File: config.mk
export PLATFORM = sky130hd
export DESIGN_NAME = crt_front
export DESIGN_NICKNAME = d
export VERILOG_FILES = /design/src/rtl/crt_pkg.sv /design/src/rtl/crt_front.sv
export SDC_FILE = /design/constraint.sdc
export NUM_CORES = 1
export LEC_CHECK = 0
export BUFFER_PORTS_ARGS = -buffer_cell sky130_fd_sc_hd__buf_4
export CORE_AREA = 2 2 230 232
export DETAILED_ROUTE_END_ITERATION = 8
export DIE_AREA = 0 0 232 234
export PLACE_DENSITY = 0.37
export SLEW_MARGIN = 20
export SYNTH_ARGS = -nofsm -noshare
export SYNTH_HDL_FRONTEND = slang
export SYNTH_SLANG_ARGS = --single-unit
export TNS_END_PERCENT = 20
File: constraint.sdc
create_clock -name vclk -period 6.7
set_input_delay 0.335 -clock vclk [all_inputs]
set_output_delay 0.335 -clock vclk [all_outputs]
set_load 0.03 [all_outputs]
File: src/rtl/crt_pkg.sv
// crt_pkg: shared widths, types and codes for the cable ribbon tessellator.
// No dependencies; imported by crt_front, crt_back and the top level.
`default_nettype none

package crt_pkg;

  // parameter defaults
  localparam int DEF_MAX_SEGMENTS = 31;
  localparam int DEF_COORD_BITS   = 32;

  // field widths
  localparam int COORD_W   = 32;
  localparam int WIDTH_W   = 31;
  localparam int SEG_W     = 5;
  localparam int IDX_W     = 6;
  localparam int CFG_IDX_W = 2;

  // internal datapath widths
  localparam int MID_W   = 33;  // control point, floor half sum, minus sag on y
  localparam int PT_W    = 34;  // curve point
  localparam int VEC_W   = 36;  // vector before normalizing
  localparam int UNIT_W  = 18;  // signed Q1.16 unit component, |u| <= 1.0
  localparam int MA_W    = 34;  // multiplier operand a
  localparam int MB_W    = 32;  // multiplier operand b
  localparam int PROD_W  = 64;
  localparam int COEF_W  = 10;  // Bernstein weights, up to 31^2
  localparam int DIV_NW  = 48;
  localparam int DIV_DW  = 32;
  localparam int SQ_W    = 62;
  localparam int LEN_W   = 31;
  localparam int SAT_W   = 50;

  // queue depths
  localparam int DESC_DEPTH = 2;
  localparam int OUT_DEPTH  = 2;

  // config register indexes
  localparam logic [CFG_IDX_W-1:0] CFG_CAMERA_X = 2'd0;
  localparam logic [CFG_IDX_W-1:0] CFG_CAMERA_Y = 2'd1;
  localparam logic [CFG_IDX_W-1:0] CFG_CAMERA_Z = 2'd2;

  typedef logic signed [COORD_W-1:0] coord_t;
  typedef logic signed [MID_W-1:0]   mid_t;
  typedef logic signed [PT_W-1:0]    pt_t;
  typedef logic signed [VEC_W-1:0]   vec_t;
  typedef logic signed [UNIT_W-1:0]  unit_t;
  typedef logic signed [PROD_W-1:0]  prod_t;

  // one cable after the front end
  typedef struct packed {
    coord_t [2:0]       s;
    mid_t   [2:0]       m;
    coord_t [2:0]       e;
    logic [WIDTH_W-1:0] width;
    logic [SEG_W-1:0]   n;
  } desc_t;

  // one strip vertex
  typedef struct packed {
    coord_t             x;
    coord_t             y;
    coord_t             z;
    logic [IDX_W-1:0]   index;
    logic               degenerate;
    logic               last;
  } vert_t;

endpackage

`default_nettype wire

File: src/rtl/crt_front.sv
// crt_front: accepts cable beats, drops inactive cables, forms the control
// point and the clamped segment count. Depends on crt_pkg.
`default_nettype none

module crt_front #(
  parameter int MAX_SEGMENTS = crt_pkg::DEF_MAX_SEGMENTS
) (
  input  wire logic                        push,
  output logic                             full,
  input  wire crt_pkg::coord_t             start_x,
  input  wire crt_pkg::coord_t             start_y,
  input  wire crt_pkg::coord_t             start_z,
  input  wire crt_pkg::coord_t             end_x,
  input  wire crt_pkg::coord_t             end_y,
  input  wire crt_pkg::coord_t             end_z,
  input  wire crt_pkg::coord_t             sag,
  input  wire logic [crt_pkg::WIDTH_W-1:0] ribbon_width,
  input  wire logic [crt_pkg::SEG_W-1:0]   segment_count,
  input  wire logic                        cable_active,
  input  wire logic                        q_full,
  output logic                             q_push,
  output crt_pkg::desc_t                   q_desc
);
  import crt_pkg::*;

  logic signed [COORD_W:0] sum [3];
  mid_t                    half [3];
  coord_t                  sp [3];
  coord_t                  ep [3];

  assign sp[0] = start_x;
  assign sp[1] = start_y;
  assign sp[2] = start_z;
  assign ep[0] = end_x;
  assign ep[1] = end_y;
  assign ep[2] = end_z;

  always_comb begin
    for (int k = 0; k < 3; k++) begin
      sum[k]  = (COORD_W + 1)'(sp[k]) + (COORD_W + 1)'(ep[k]);
      half[k] = MID_W'(sum[k] >>> 1);
    end
  end

  always_comb begin
    q_desc.s[0]  = start_x;
    q_desc.s[1]  = start_y;
    q_desc.s[2]  = start_z;
    q_desc.e[0]  = end_x;
    q_desc.e[1]  = end_y;
    q_desc.e[2]  = end_z;
    q_desc.m[0]  = half[0];
    q_desc.m[1]  = half[1] - MID_W'(sag);
    q_desc.m[2]  = half[2];
    q_desc.width = ribbon_width;
    if (segment_count == '0) begin
      q_desc.n = SEG_W'(1);
    end else if (segment_count > SEG_W'(MAX_SEGMENTS)) begin
      q_desc.n = SEG_W'(MAX_SEGMENTS);
    end else begin
      q_desc.n = segment_count;
    end
  end

  // inactive cables are taken and dropped
  assign full   = q_full;
  assign q_push = push && !q_full && cable_active;

endmodule

`default_nettype wire

# Yosys cells after proc, flatten, opt, wreduce, memory -nomap -nowiden
# Cells that the tools add are included.
word_totals:
  regBits: 0
  in_bits: 263
  output_inout_bits: 329
  wordCells: 11
classes:
  addsub: 4
  order_cmp: 1
  mux: 2
  n_reduce_logical: 4
op_table:
  columns: ["op", "count"]
  rows:
  - ["32-bit by 32-bit adder with 33-bit output", 3]
  - ["32-bit by 32-bit subtractor with 33-bit output", 1]
  - ["5-bit 2-to-1 mux", 2]
  - ["5-bit greater-than comparator (second input constant)", 1]
  - ["5-bit logical NOT", 1]
  - ["1-bit logical AND", 2]
  - ["1-bit logical NOT", 1]

# Depth between registers and ports, before layout
logic_depth:
  depth_word: 3
  ltp_mapped: 19
  depth_no_buf: 18

# Least setup slack after synthesis
# No wires, ideal clock.
synth_timing:
  kind: "input to output"
  startpoint: "input start_y[5]"
  endpoint: "output q_desc[194] in the netlist's numbering"
  arrival_ps: 4387
  t_required_ps: 6365
  setup_slack_ps: 1978
  cell_stages: 15
  path_buffers: 1
  path_cell_list: "ha_1 a21o_1 a221o_1 a31oi_2 nor4_1 a2111oi_0 a211oi_1 xor2_1 ha_1 clkbuf_1 nand4_1 or2_2 or3_1 o211ai_1 nor3b_1"
synth_rtl:
  columns: ["element", "line", "source"]
  rows:
  - ["start: declaration", "crt_front.sv:11", "input wire crt_pkg::coord_t start_y,"]
  - ["end: declaration", "crt_front.sv:22", "output crt_pkg::desc_t q_desc"]

==> impl_metrics.tcl <==
set metrics [dict create \
    seq_area_frac_synth_pct 0 \
    cts_resized 0 \
    diodes 0 \
    grt_pass1_wl_um 49600 \
    multi_input_area_um2 6430 \
    place_ws_ns 1.61 \
    holdCritStartpoint "ribbon_width[23]" \
    critPathMaxFanout 8 \
    drive_gt1_share_pct 37.3 \
    powerDensity_nw_per_um2 190 \
    die_h_um 234 \
    portBuffers 530 \
    rsz0062_at_grt "false" \
    synth_top_area_share_pct 19.9 \
    seq_cells 0 \
    postCtsHoldBufs 0 \
    synth_area_leaders "buf_4 20%, ha_1 18%, xnor2_1 7.2%" \
    syn-num-nets 1604 \
    ant_nets 0 \
    core-area_um2 52000 \
    drt_pre_antenna_iters 4 \
    relSlewSlack_pct 36.6 \
    synthTopCellsByCount "226 x buf_4, 125 x ha_1, 96 x a21oi_1, 77 x nand2_1, 76 x inv_1" \
    slew_viol_final 0 \
    cp-end-kind "output pin" \
    critPathArrivalTime_ns 4.78 \
    die_area_um2 54300 \
    gp_congestion 0.828 \
    antenna_found_initial 0 \
    std_cell_rows 84 \
    route.detailed.drc 0 \
    ios 592 \
    drt-total-wl_um 34000 \
    placed_area_um2 11600 \
    ys_warn_count 0 \
    avgViaCountPerCell 4.27 \
    netlist_area_um2 8530 \
    syn_area_per_cell_um2 7.04 \
    yosysTopAreaCell "buf_4" \
    setup_viol 0 \
    tns_ns 0 \
    overflow 0 \
    crit_type "in -> out" \
    final.period_utilization_pct 76.4 \
    drt_iter0_markers 260 \
    max_freq_mhz 195 \
    whs_path_depth 0 \
    crit_required_ns 6.36 \
    fin_nets 1880 \
    synth_cell_types 75 \
    n_fill_cell 5910 \
    area_growth_pct 35.5 \
    regArea_um2 0 \
    die_x_um 232 \
    grt_pass1_vias 9187 \
    initial_core_util_pct 16.4 \
    cts_setup_buffers 0 \
    finalInstanceArea_um2 11600 \
    via_count 9276 \
    min_period_ns 5.12 \
    finalWorstSetupSlack_ns 1.58 \
    clkbuf_count 0 \
    hold_class "in -> out" \
    gr-usage-all-layers_pct 11.3 \
    hold_violations 0 \
    holdPathEnd "q_desc[28]" \
    ir_drop_mv 0.0847 \
    hpwl_um 31100 \
    yosysMostFrequentCell "buf_4" \
    wl_per_cell_um 15.7 \
    startpoint_type "input pin" \
    holdWs_ns 0.670 \
    p_leak_uw 0.00585 \
    grt_max_degree 14 \
    maxCapViolCount 0 \
    syn_inst 1212 \
    outcome "finished, final reports clean" \
    worst_pin_slew_ns 0.940 \
]
-- worst max-delay path, cell delays in order --
cell      delay (ns)
buf_4           0.11
ha_1            0.36
a21o_1          0.24
a221o_1         0.36
a31oi_2         0.26
o31a_1          0.27
o21a_2          0.26
xnor2_1         0.14
ha_1            0.35
a21oi_1         0.22
o21ai_0         0.16
a221o_1         0.36
a211oi_1        0.39
o21ai_0         0.17
a21oi_2         0.24
o21ai_0         0.11
a211oi_1        0.22
buf_4           0.21
-- layer usage --
layer / global-route usage [%] / part of all wire (%) / up-vias
li1: - / - / 4672
met1: 12.8 / 39 / 4249
met2: 22.6 / 53 / 323
met3: 1.20 / 5.2 / 32
met4: 1.94 / 1.9 / 0
met5: 0 / 0 / -
-- where the power goes --
| group | internal, uW | leakage [uW] | total [uW] | switching (uW) |
|---|---|---|---|---|
| sequential | 0 | 0 | 0 | 0 |
| combinational | 837 | 0.00585 | 2200 | 1360 |
| clock | 0 | 0 | 0 | 0 |
-- layout by cell type (no fill, tap or decap), types with 6 or more instances in the layout --
master,count
o21a_1,15
a21oi_1,96
o21ai_0,62
a21boi_0,6
buf_4,530
o31ai_1,10
nor3_1,18
ha_1,125
nor2_1,62
a211oi_1,19
o21bai_1,12
nand2b_1,10
a31oi_1,13
nand3_1,30
xor2_1,42
inv_1,76
xnor2_1,70
o211ai_1,7
and3_1,14
nand4_1,15
and2_1,9
nand2_1,77
a21o_1,60
nor2b_1,14
-- stage by stage --
stage | power, uW | utilization, % | std cells
2_1_floorplan | 1510 | - | 1212
3_3_place_gp | 2220 | 22.2 | 2174
3_5_place_dp | 2210 | 22.2 | 2174
4_1_cts | 2220 | 22.2 | 2174
5_1_grt | 2360 | 22.2 | 2174
6_report | 2200 | 22.2 | 2174
-- cell families after synthesis --
kind of cell,count (synthesis),synth area share (%)
AO/OA/AOI/OAI,368,29.2
XOR/XNOR,112,11.5
adder cells (fa/ha/maj),129,19.3
buffers and inverters,332,24.6
multiplexers,2,0.249
AND/OR/NAND/NOR,269,15.2
-- worst max-delay path by stage --
stage,start,to,slack (ns)
2_1_floorplan,start_y[5],q_desc[194],1.98
3_3_place_gp,start_y[5],q_desc[196],1.63
3_5_place_dp,start_y[5],q_desc[196],1.61
4_1_cts,start_y[5],q_desc[196],1.58
5_1_grt,start_y[5],q_desc[196],1.27
6_report,start_y[5],q_desc[196],1.58
-- final cells by class --
type | count | area share, %
inverters | 76 | 2.47
multi-input cells | 880 | 55.7
well taps | 688 | 7.45
repair buffers | 530 | 34.4
No activity file was read; power rests on OpenSTA's default activity.
