## src/rtl/crt_fifo.sv

```systemverilog
// crt_fifo: small register queue of fixed width beats.
// Standalone; used between front and back and at the result side.
`default_nettype none

module crt_fifo #(
  parameter int WIDTH = 8,
  parameter int DEPTH = 2
) (
  input  wire logic             clk,
  input  wire logic             rst,
  input  wire logic             wr_en,
  input  wire logic [WIDTH-1:0] wr_data,
  output logic                  full,
  input  wire logic             rd_en,
  output logic [WIDTH-1:0]      rd_data,
  output logic                  empty
);

  localparam int PW = (DEPTH > 1) ? $clog2(DEPTH) : 1;
  localparam int CW = $clog2(DEPTH + 1);

  logic [WIDTH-1:0] mem [DEPTH];
  logic [PW-1:0]    wr_ptr;
  logic [PW-1:0]    rd_ptr;
  logic [CW-1:0]    count;
  logic             do_wr;
  logic             do_rd;

  assign full    = (count == CW'(DEPTH));
  assign empty   = (count == '0);
  assign do_wr   = wr_en && !full;
  assign do_rd   = rd_en && !empty;
  assign rd_data = mem[rd_ptr];

  always_ff @(posedge clk) begin
    if (do_wr) begin
      mem[wr_ptr] <= wr_data;
    end
  end

  always_ff @(posedge clk) begin
    if (rst) begin
      wr_ptr <= '0;
      rd_ptr <= '0;
      count  <= '0;
    end else begin
      if (do_wr) begin
        wr_ptr <= (wr_ptr == PW'(DEPTH - 1)) ? '0 : wr_ptr + PW'(1);
      end
      if (do_rd) begin
        rd_ptr <= (rd_ptr == PW'(DEPTH - 1)) ? '0 : rd_ptr + PW'(1);
      end
      if (do_wr && !do_rd) begin
        count <= count + CW'(1);
      end else if (do_rd && !do_wr) begin
        count <= count - CW'(1);
      end
    end
  end

endmodule

`default_nettype wire

```

## config.mk

```make
export PLATFORM = sky130hd
export DESIGN_NAME = crt_fifo
export DESIGN_NICKNAME = d
export VERILOG_FILES = /design/src/rtl/crt_fifo.sv
export SDC_FILE = /design/constraint.sdc
export NUM_CORES = 1
export LEC_CHECK = 0
export BUFFER_PORTS_ARGS = -buffer_cell sky130_fd_sc_hd__buf_4
export CORE_AREA = 2 2 43 45
export CTS_BUF_LIST = sky130_fd_sc_hd__clkbuf_16
export CTS_CLUSTER_SIZE = 30
export DETAILED_ROUTE_END_ITERATION = 12
export DIE_AREA = 0 0 45 47
export HOLD_SLACK_MARGIN = 0.02
export PLACE_DENSITY = 0.81
export RECOVER_POWER = 100
export SLEW_MARGIN = 40
export SYNTH_ARGS = -nofsm -noshare
export SYNTH_HDL_FRONTEND = slang
export SYNTH_SLANG_ARGS = --single-unit
```

## constraint.sdc

```tcl
create_clock -name clk -period 4.2 [get_ports clk]
set_input_delay 0.84 -clock clk [delete_from_list [all_inputs] [get_ports clk]]
set_output_delay 0.84 -clock clk [all_outputs]
set_load 0.01 [all_outputs]
```

After elaboration in Yosys (flattened, before gate mapping)
Memory sizes are Yosys's and may differ from the RTL's. A register that Yosys moved wholly into a read port is not among the register bits.
Index checks and enable logic that the tools add are counted.
- register bits: 4
- input port bits: 12
- memories kept: 1
- output and inout port bits: 10
- bits in writable memories: 16
- logic and storage cells: 27
- memories (name ; words ; width ; read ports ; clocked after Yosys merged registers in ; wr ports ; RTL line ; RTL):
    mem ; 2 ; 8 ; 1 ; 1 ; 1 ; 22 ; logic [WIDTH-1:0] mem [DEPTH];
- add/sub/neg operators: 4
- equal/unequal tests: 1
- reduce and logical (&&, ||, !) cells: 10
- multiplexer cells: 8
- operator list (operator ; count):
    1-bit 2-to-1 mux ; 6
    1-bit logical AND ; 4
    1-bit zero test ; 4
    2-bit 2-to-1 mux ; 2
    1-bit adder (second input constant) ; 2
    2-bit by 1-bit adder with 2-bit output (second input constant) ; 1
    2-bit equality test (second input constant) ; 1
    2-bit zero test ; 1
    2-bit nonzero test ; 1
    2-bit by 1-bit subtractor with 2-bit output (second input constant) ; 1

Longest topological paths before layout
Gate-level depths: netlist of run 1.
- word-level depth: 7
- gate-level depth with buffers: 6

Worst setup path before layout of run 1
No wires, ideal clock.
- path kind: input to register
- start: input port rd_en
- end: register count[1]
- path buffers: 0
- arrival: 1.770 ns
- path slack: 2.360 ns
- cell stages on the path: 4
- setup time: 0.070 ns
- data required time: 4.130 ns
- cell sequence: o21ai_0 ha_1 or3_1 a21oi_1
- word-level cells in the longest chain between the ends: 4
- elaborated cells between the ends (all ways): 6
- RTL lines (item ; RTL line ; RTL):
    from (decl) ; 14 ; input wire logic rd_en,
    1-bit logical AND (*) ; 32 ; assign do_rd = rd_en && !empty;
    1-bit zero test ; 53 ; if (do_wr && !do_rd) begin
    1-bit logical AND ; 53 ;
    2-bit 2-to-1 mux or 2-bit nonzero test (tied branches) ; - ;
    to (signal assigned) ; 54 ; count <= count + CW'(1);
    to (signal assigned) ; 56 ; count <= count - CW'(1);
    to (decl) ; 25 ; logic [CW-1:0] count;
Mark *: on every way between the ends. The rest lies on a longest branch, timed or not.
A chain may end at the register's enable or synchronous reset.

==> results of run 1 <==
==> critical path: cells and delay by family (launching register included) <==
kind / cells / cell delay [ps]
flops: 1 / 530
mux: 1 / 380
buf+inv: 1 / 130
==> kinds of logic (layout without fill, tap and decap cells) <==
family	count (synthesis)	count (layout)	synth area share, %
xor gates and xnor gates	3	3	3.31
DFF	21	21	73.2
adders and majority gates	1	1	1.58
muxes	8	8	11.4
AOI/OAI and AO/OA	5	5	3.15
and+or+nand+nor	9	9	5.84
buffers and inverters	3	27	1.58
==> stage by stage <==
| stage | total power, mW | instance area [µm²] |
|---|---|---|
| floorplan | 0.405 | 793 |
| detailed placement | 0.485 | 967 |
| global route | 0.681 | 1010 |
| global placement | 0.477 | 967 |
| CTS | 0.683 | 1050 |
| finish | 0.648 | 1010 |
==> state kept, by name, summed over array words and instances, names as in the netlist, named ones only <==
| signal | flops |
|---|---|
| mem | 16 |
| rd_ptr | 1 |
| wr_ptr | 1 |
| count | 2 |
==> path summary, 6_finish.rpt <==
| check | slack [ps] | cells after the start | from | endpoint |
|---|---|---|---|---|
| worst min-delay path | 480 | 2 | wr_ptr | wr_ptr |
| worst max register to register | 2600 | 5 | count[1] | count[1] |
| worst max-delay path | 2060 | 2 | flip-flop | rd_data[0] |
| worst min register to register | 480 | 2 | wr_ptr | wr_ptr |
==> power groups by stage <==
stage	Clock, mW	Combinational [mW]	Sequential, mW
6_report	0.195	0.159	0.293
5_1_grt	0.208	0.174	0.299
4_1_cts	0.198	0.189	0.295
3_5_place_dp	0	0.187	0.298
3_3_place_gp	0	0.181	0.296
2_1_floorplan	0	0.122	0.283
==> cell usage in the layout (no fill, tap or decap), drive strengths merged, types with 3 or more instances in the layout <==
master  instances
clkbuf         22
o21ai           3
xor2            3
edfxtp         16
nor2            5
mux2            8
dfxtp           5
==> layout make-up <==
type,count,area share (%)
clock buffer,3,7.43
clock inverter,1,0.495
inverter,2,0.743
multi-input combinational,26,19.6
sequential,21,57.4
tap,17,2.10
timing repair buffer,21,12.3
==> routing by layer <==
layer  track usage, %  part of all wire [%]
met5                0                     0
met4             12.4                   3.5
met3             3.85                   8.8
met2             22.9                    51
met1             12.6                    37
==> flow_metrics.tcl, run 1 <==
set metrics [dict create \
    outcome "finished clean" \
    antennaDiodeCount 0 \
    critPathMaxStageDelay_ps 530 \
    slew_headroom_pct 62.2 \
    syn2layout_area_growth_pct 27.4 \
    worst_slack_ps 2060 \
    ant_nets 0 \
    multi_input_area_um2 198 \
    synth-edff-count 16 \
    h-tree-depth 1 \
    peakVddDrop_uv 309 \
    maxSlewViolCount 0 \
    cp-start-kind "flip-flop" \
    die-height_um 47 \
    synth.largest_area_cell "edfxtp_1" \
    synth_top_area_share_pct 60.6 \
    cts_hold_buf 0 \
    cts_num_sinks 21 \
    synth_nets 63 \
    synthTopCellsByArea "edfxtp_1 (61%), dfxtp_1 (13%), mux2_2 (11%)" \
    portBuffers 21 \
    start_util_pct 48.0 \
    ys_types 13 \
    cp_slowest_cell "dfxtp_1" \
    cts.reportedPaths.clkPinSlew_ps 50 \
    fill_cells 127 \
    worst_ep_required_time_ps 3360 \
    max_freq_mhz 468 \
    grt_pass1_wl_um 1780 \
    cts_tree "done" \
    via_count 467 \
    crit_chain "mux2_2 -> clkbuf_1" \
    rsz0062_at_grt "no" \
    switchingPower_uw 178 \
    post-place-ws_ps 2190 \
    total_leakage_power_nw 0.386 \
    num_io_pins 22 \
    final_util_pct 61.2 \
    min_period_over_period_pct 50.9 \
    end_kind "output pin" \
    p_sw_share_pct 27.4 \
    seq_area_frac_synth_pct 73.2 \
    core_region_area_um2 1650 \
    die_area_um2 2120 \
    power.internal_uw 470 \
    dp_cells 87 \
    root_buffer "clkbuf_16" \
    drc_errors 0 \
    avgRoutedWirePerCell_um 14.0 \
    place_hpwl_um 878 \
    hold_viol 0 \
    setup_violations 0 \
    nets 88 \
    stdcell_count 91 \
    grt_pass1_vias 442 \
    ys.flop_type "edfxtp_1" \
    postCtsSetupBuffers 0 \
    viasPerCell 5.13 \
    first_pass_iters 3 \
    grt_max_degree 13 \
    drtIter0Drc 8 \
    worstPathMaxFanout 8 \
    worstSetupPathType "reg2out" \
    fin_setup_tns_ps 0 \
    cts_resized 0 \
    seqPwrFrac_pct 45.3 \
    period_minus_slack_ps 2140 \
    drive_gt1_share_pct 32.4 \
    antenna_found_initial 0 \
    maxCapViolations 0 \
    gp_congestion 0.621 \
    clock_path_buffers 2 \
    ys_async_sr_fraction_pct 0 \
    synth_most_common_cell "edfxtp_1" \
    synth_warnings 0 \
    drt_wl_total_um 1270 \
    tightest_slew_ps 567 \
    syn_area_um2 793 \
    finClkSkew_ps 3.12 \
    hold_class "reg2reg" \
    fp-row-count 15 \
    numCtsBuffers 3 \
    comb_power_share_pct 24.6 \
    holdWs_ps 483 \
    die_w_um 45 \
    critPathArrivalTime_ps 1300 \
    power_per_cell_area_nw_per_um2 641 \
    synth.avg_cell_area_um2 15.9 \
    syn_inst 50 \
    synth_seq_cells 21 \
    regArea_um2 581 \
    yosys-top-cells-count "edfxtp_1 (16), mux2_2 (8), dfxtp_1 (5), nor2_1 (5)" \
    grt-ovfl-total 0 \
    grt_usage_pct 13.2 \
    pwr-share-clk_pct 30.1 \
    clkLatencyLatePin_ps 250 \
]
Power figures use the tool's default switching activity.
==> inputs of run 2 (changes only) <==
Settings changed: ABC_AREA from default to 1, CORE_AREA 2 2 43 45 to 2 2 45 47, DIE_AREA 0 0 45 47 to 0 0 47 49, PLACE_DENSITY 0.81 to 0.77.
Clock period 4.2 ns to 2.12 ns, I/O delays scaled along.
==> run 2 against run 1 <==
Synthesized cell count increased by 24%. Register-to-register slack got worse by 2100 ps. Clock-buffer cell count unchanged. Critical path type unchanged. Critical endpoint is now rd_data[5].
==> flow_metrics.tcl, run 2 <==
set metrics [dict create \
    ys_types 16 \
    total_leakage_power_nw 0.401 \
    hold_viol 0 \
    finClkSkew_ps 1.32 \
    syn_inst 62 \
    worst_ep_required_time_ps 1700 \
    maxSlewViolCount 0 \
    num_io_pins 22 \
    synth.avg_cell_area_um2 13.4 \
    drc_errors 0 \
    outcome "finished clean" \
    place_hpwl_um 971 \
    fill_cells 179 \
    seq_area_frac_synth_pct 70.1 \
    first_pass_iters 4 \
    rsz0062_at_grt "no" \
    cp_slowest_cell "dfxtp_1" \
    largest_reg_flops 16 \
    root_buffer "clkbuf_16" \
    die_w_um 47 \
    core_region_area_um2 1840 \
    clock_path_buffers 2 \
    cts_hold_buf 0 \
    via_count 519 \
    grt_pass1_wl_um 2020 \
    top_register "mem" \
    syn_area_um2 828 \
    end_kind "output pin" \
    critPathArrivalTime_ps 1280 \
    synth_nets 75 \
    reg_top3 "mem (16), count (2)" \
    portBuffers 21 \
    die-height_um 49 \
    avgRoutedWirePerCell_um 11.2 \
    cts_tree "done" \
    mostFrequentLayoutCells "edfxtp_1 (16), clkbuf_1 (12), nor2_1 (9)" \
    final_common_cell "edfxtp_1" \
    synthTopCellsByArea "edfxtp_1 (58%), dfxtp_1 (12%), mux2_2 (11%)" \
    min_period_over_period_pct 80.5 \
    max_freq_mhz 586 \
    synth_seq_cells 21 \
    holdPathStages 1 \
    hold_class "in2reg" \
    gp_congestion 0.640 \
    start_util_pct 45.0 \
    holdWs_ps 387 \
    h-tree-depth 1 \
    cts_resized 0 \
    fin_setup_tns_ps 0 \
    cts.reportedPaths.clkPinSlew_ps 50 \
    worstSetupPathType "reg2out" \
    synth.largest_area_cell "edfxtp_1" \
    yosys-top-cells-count "edfxtp_1 (16), nor2_1 (9), mux2_2 (8)" \
    ys.flop_type "edfxtp_1" \
    rr_worst_depth 9 \
    die_area_um2 2300 \
    numCtsBuffers 3 \
    grt_pass1_vias 512 \
    setup_violations 0 \
    crit_chain "mux2_2 -> clkbuf_1" \
    clkLatencyLatePin_ps 250 \
    antennaDiodeCount 0 \
    synth_top_area_share_pct 58.0 \
    nets 100 \
    drtIter0Drc 13 \
    tightest_slew_ps 681 \
    grt_max_degree 12 \
    synth_warnings 0 \
    antenna_found_initial 0 \
    slew_headroom_pct 54.5 \
    ys_async_sr_fraction_pct 0 \
    fp-row-count 16 \
    drive_gt1_share_pct 25.6 \
    postCtsSetupBuffers 0 \
    synth_most_common_cell "edfxtp_1" \
    viasPerCell 4.59 \
    peakVddDrop_uv 577 \
    synth-edff-count 16 \
    grt-ovfl-total 0 \
    cp-start-kind "flip-flop" \
    drt_wl_total_um 1270 \
    worstPathMaxFanout 8 \
    grt_usage_pct 12.5 \
    power_per_cell_area_nw_per_um2 1220 \
    period_minus_slack_ps 1710 \
    maxCapViolations 0 \
    syn2layout_area_growth_pct 25.7 \
    ant_nets 0 \
    critPathMaxStageDelay_ps 510 \
    cts_num_sinks 21 \
]
[run 2: changes by cell type after synthesis, sizes merged]
| cell | change |
|---|---|
| or3 | -2 |
| nor2b | -1 |
| nand2 | +4 |
| a21oi | -1 |
| o21ai | +2 |
| nand4 | +1 |
| inv | +7 |
| xor2 | -3 |
| nor2 | +4 |
| nand3 | +1 |
[run 2: path summary, 6_finish.rpt]
kind | slack [ps] | startpoint | end
worst max-delay path | 410 | flip-flop | rd_data[5]
worst min-delay path | 390 | wr_data[3] | mem[1][3]
worst max register to register | 460 | count[1] | count[1]
worst min register to register | 510 | wr_ptr | wr_ptr
[run 2: layer usage]
metal	GRT usage (%)	routed length [µm]	vias up
li1	-	-	257
met1	12.4	485	240
met2	21.9	671	20
met3	3.33	97	2
met4	6.94	14	0
met5	0	0	-
[run 2: kinds of logic (layout without fill, tap and decap cells)]
group,Yosys count,count (layout),share of synthesized area [%]
flip-flops,21,21,70.1
AND/OR/NAND/NOR,16,16,8.31
buffers and inverters,10,34,4.68
multiplexers,8,8,10.9
AO/OA/AOI/OAI,6,6,4.53
adder cells (fa/ha/maj),1,1,1.51
[run 2: area by class of cell]
| class | instances | area (µm²) | share of cell area, % |
|---|---|---|---|
| Inverter | 9 | 33.8 | 3.25 |
| Clock inverter | 1 | 3.75 | 0.361 |
| Timing Repair Buffer | 21 | 113 | 10.8 |
| Sequential cell | 21 | 581 | 55.8 |
| Clock buffer | 3 | 75.1 | 7.21 |
| Tap cell | 27 | 33.8 | 3.25 |
| Multi-Input combinational cell | 31 | 201 | 19.4 |
[run 2: power by group]
group | switching, mW | total [mW] | internal (mW)
Combinational | 0.178 | 0.315 | 0.137
Clock | 0.124 | 0.375 | 0.250
Sequential | 0.0508 | 0.578 | 0.527
[run 2: worst max-delay path: cells and delay by family, from the launching register on]
family / cells / cell delay, ps
flip-flops: 1 / 510
multiplexers: 1 / 390
buffers and inverters: 1 / 140
[run 2: stage by stage]
stage | power [mW] | cells | util [%] | instance area, µm² | setup slack, ps
floorplan | 0.821 | 62 | - | 828 | 799
global placement | 0.956 | 109 | 55.1 | 1010 | 654
detailed placement | 0.973 | 109 | 55.1 | 1010 | 577
CTS | 1.35 | 113 | 59.4 | 1090 | 371
global route | 1.34 | 113 | 56.5 | 1040 | 262
finish | 1.27 | 113 | 56.5 | 1040 | 413
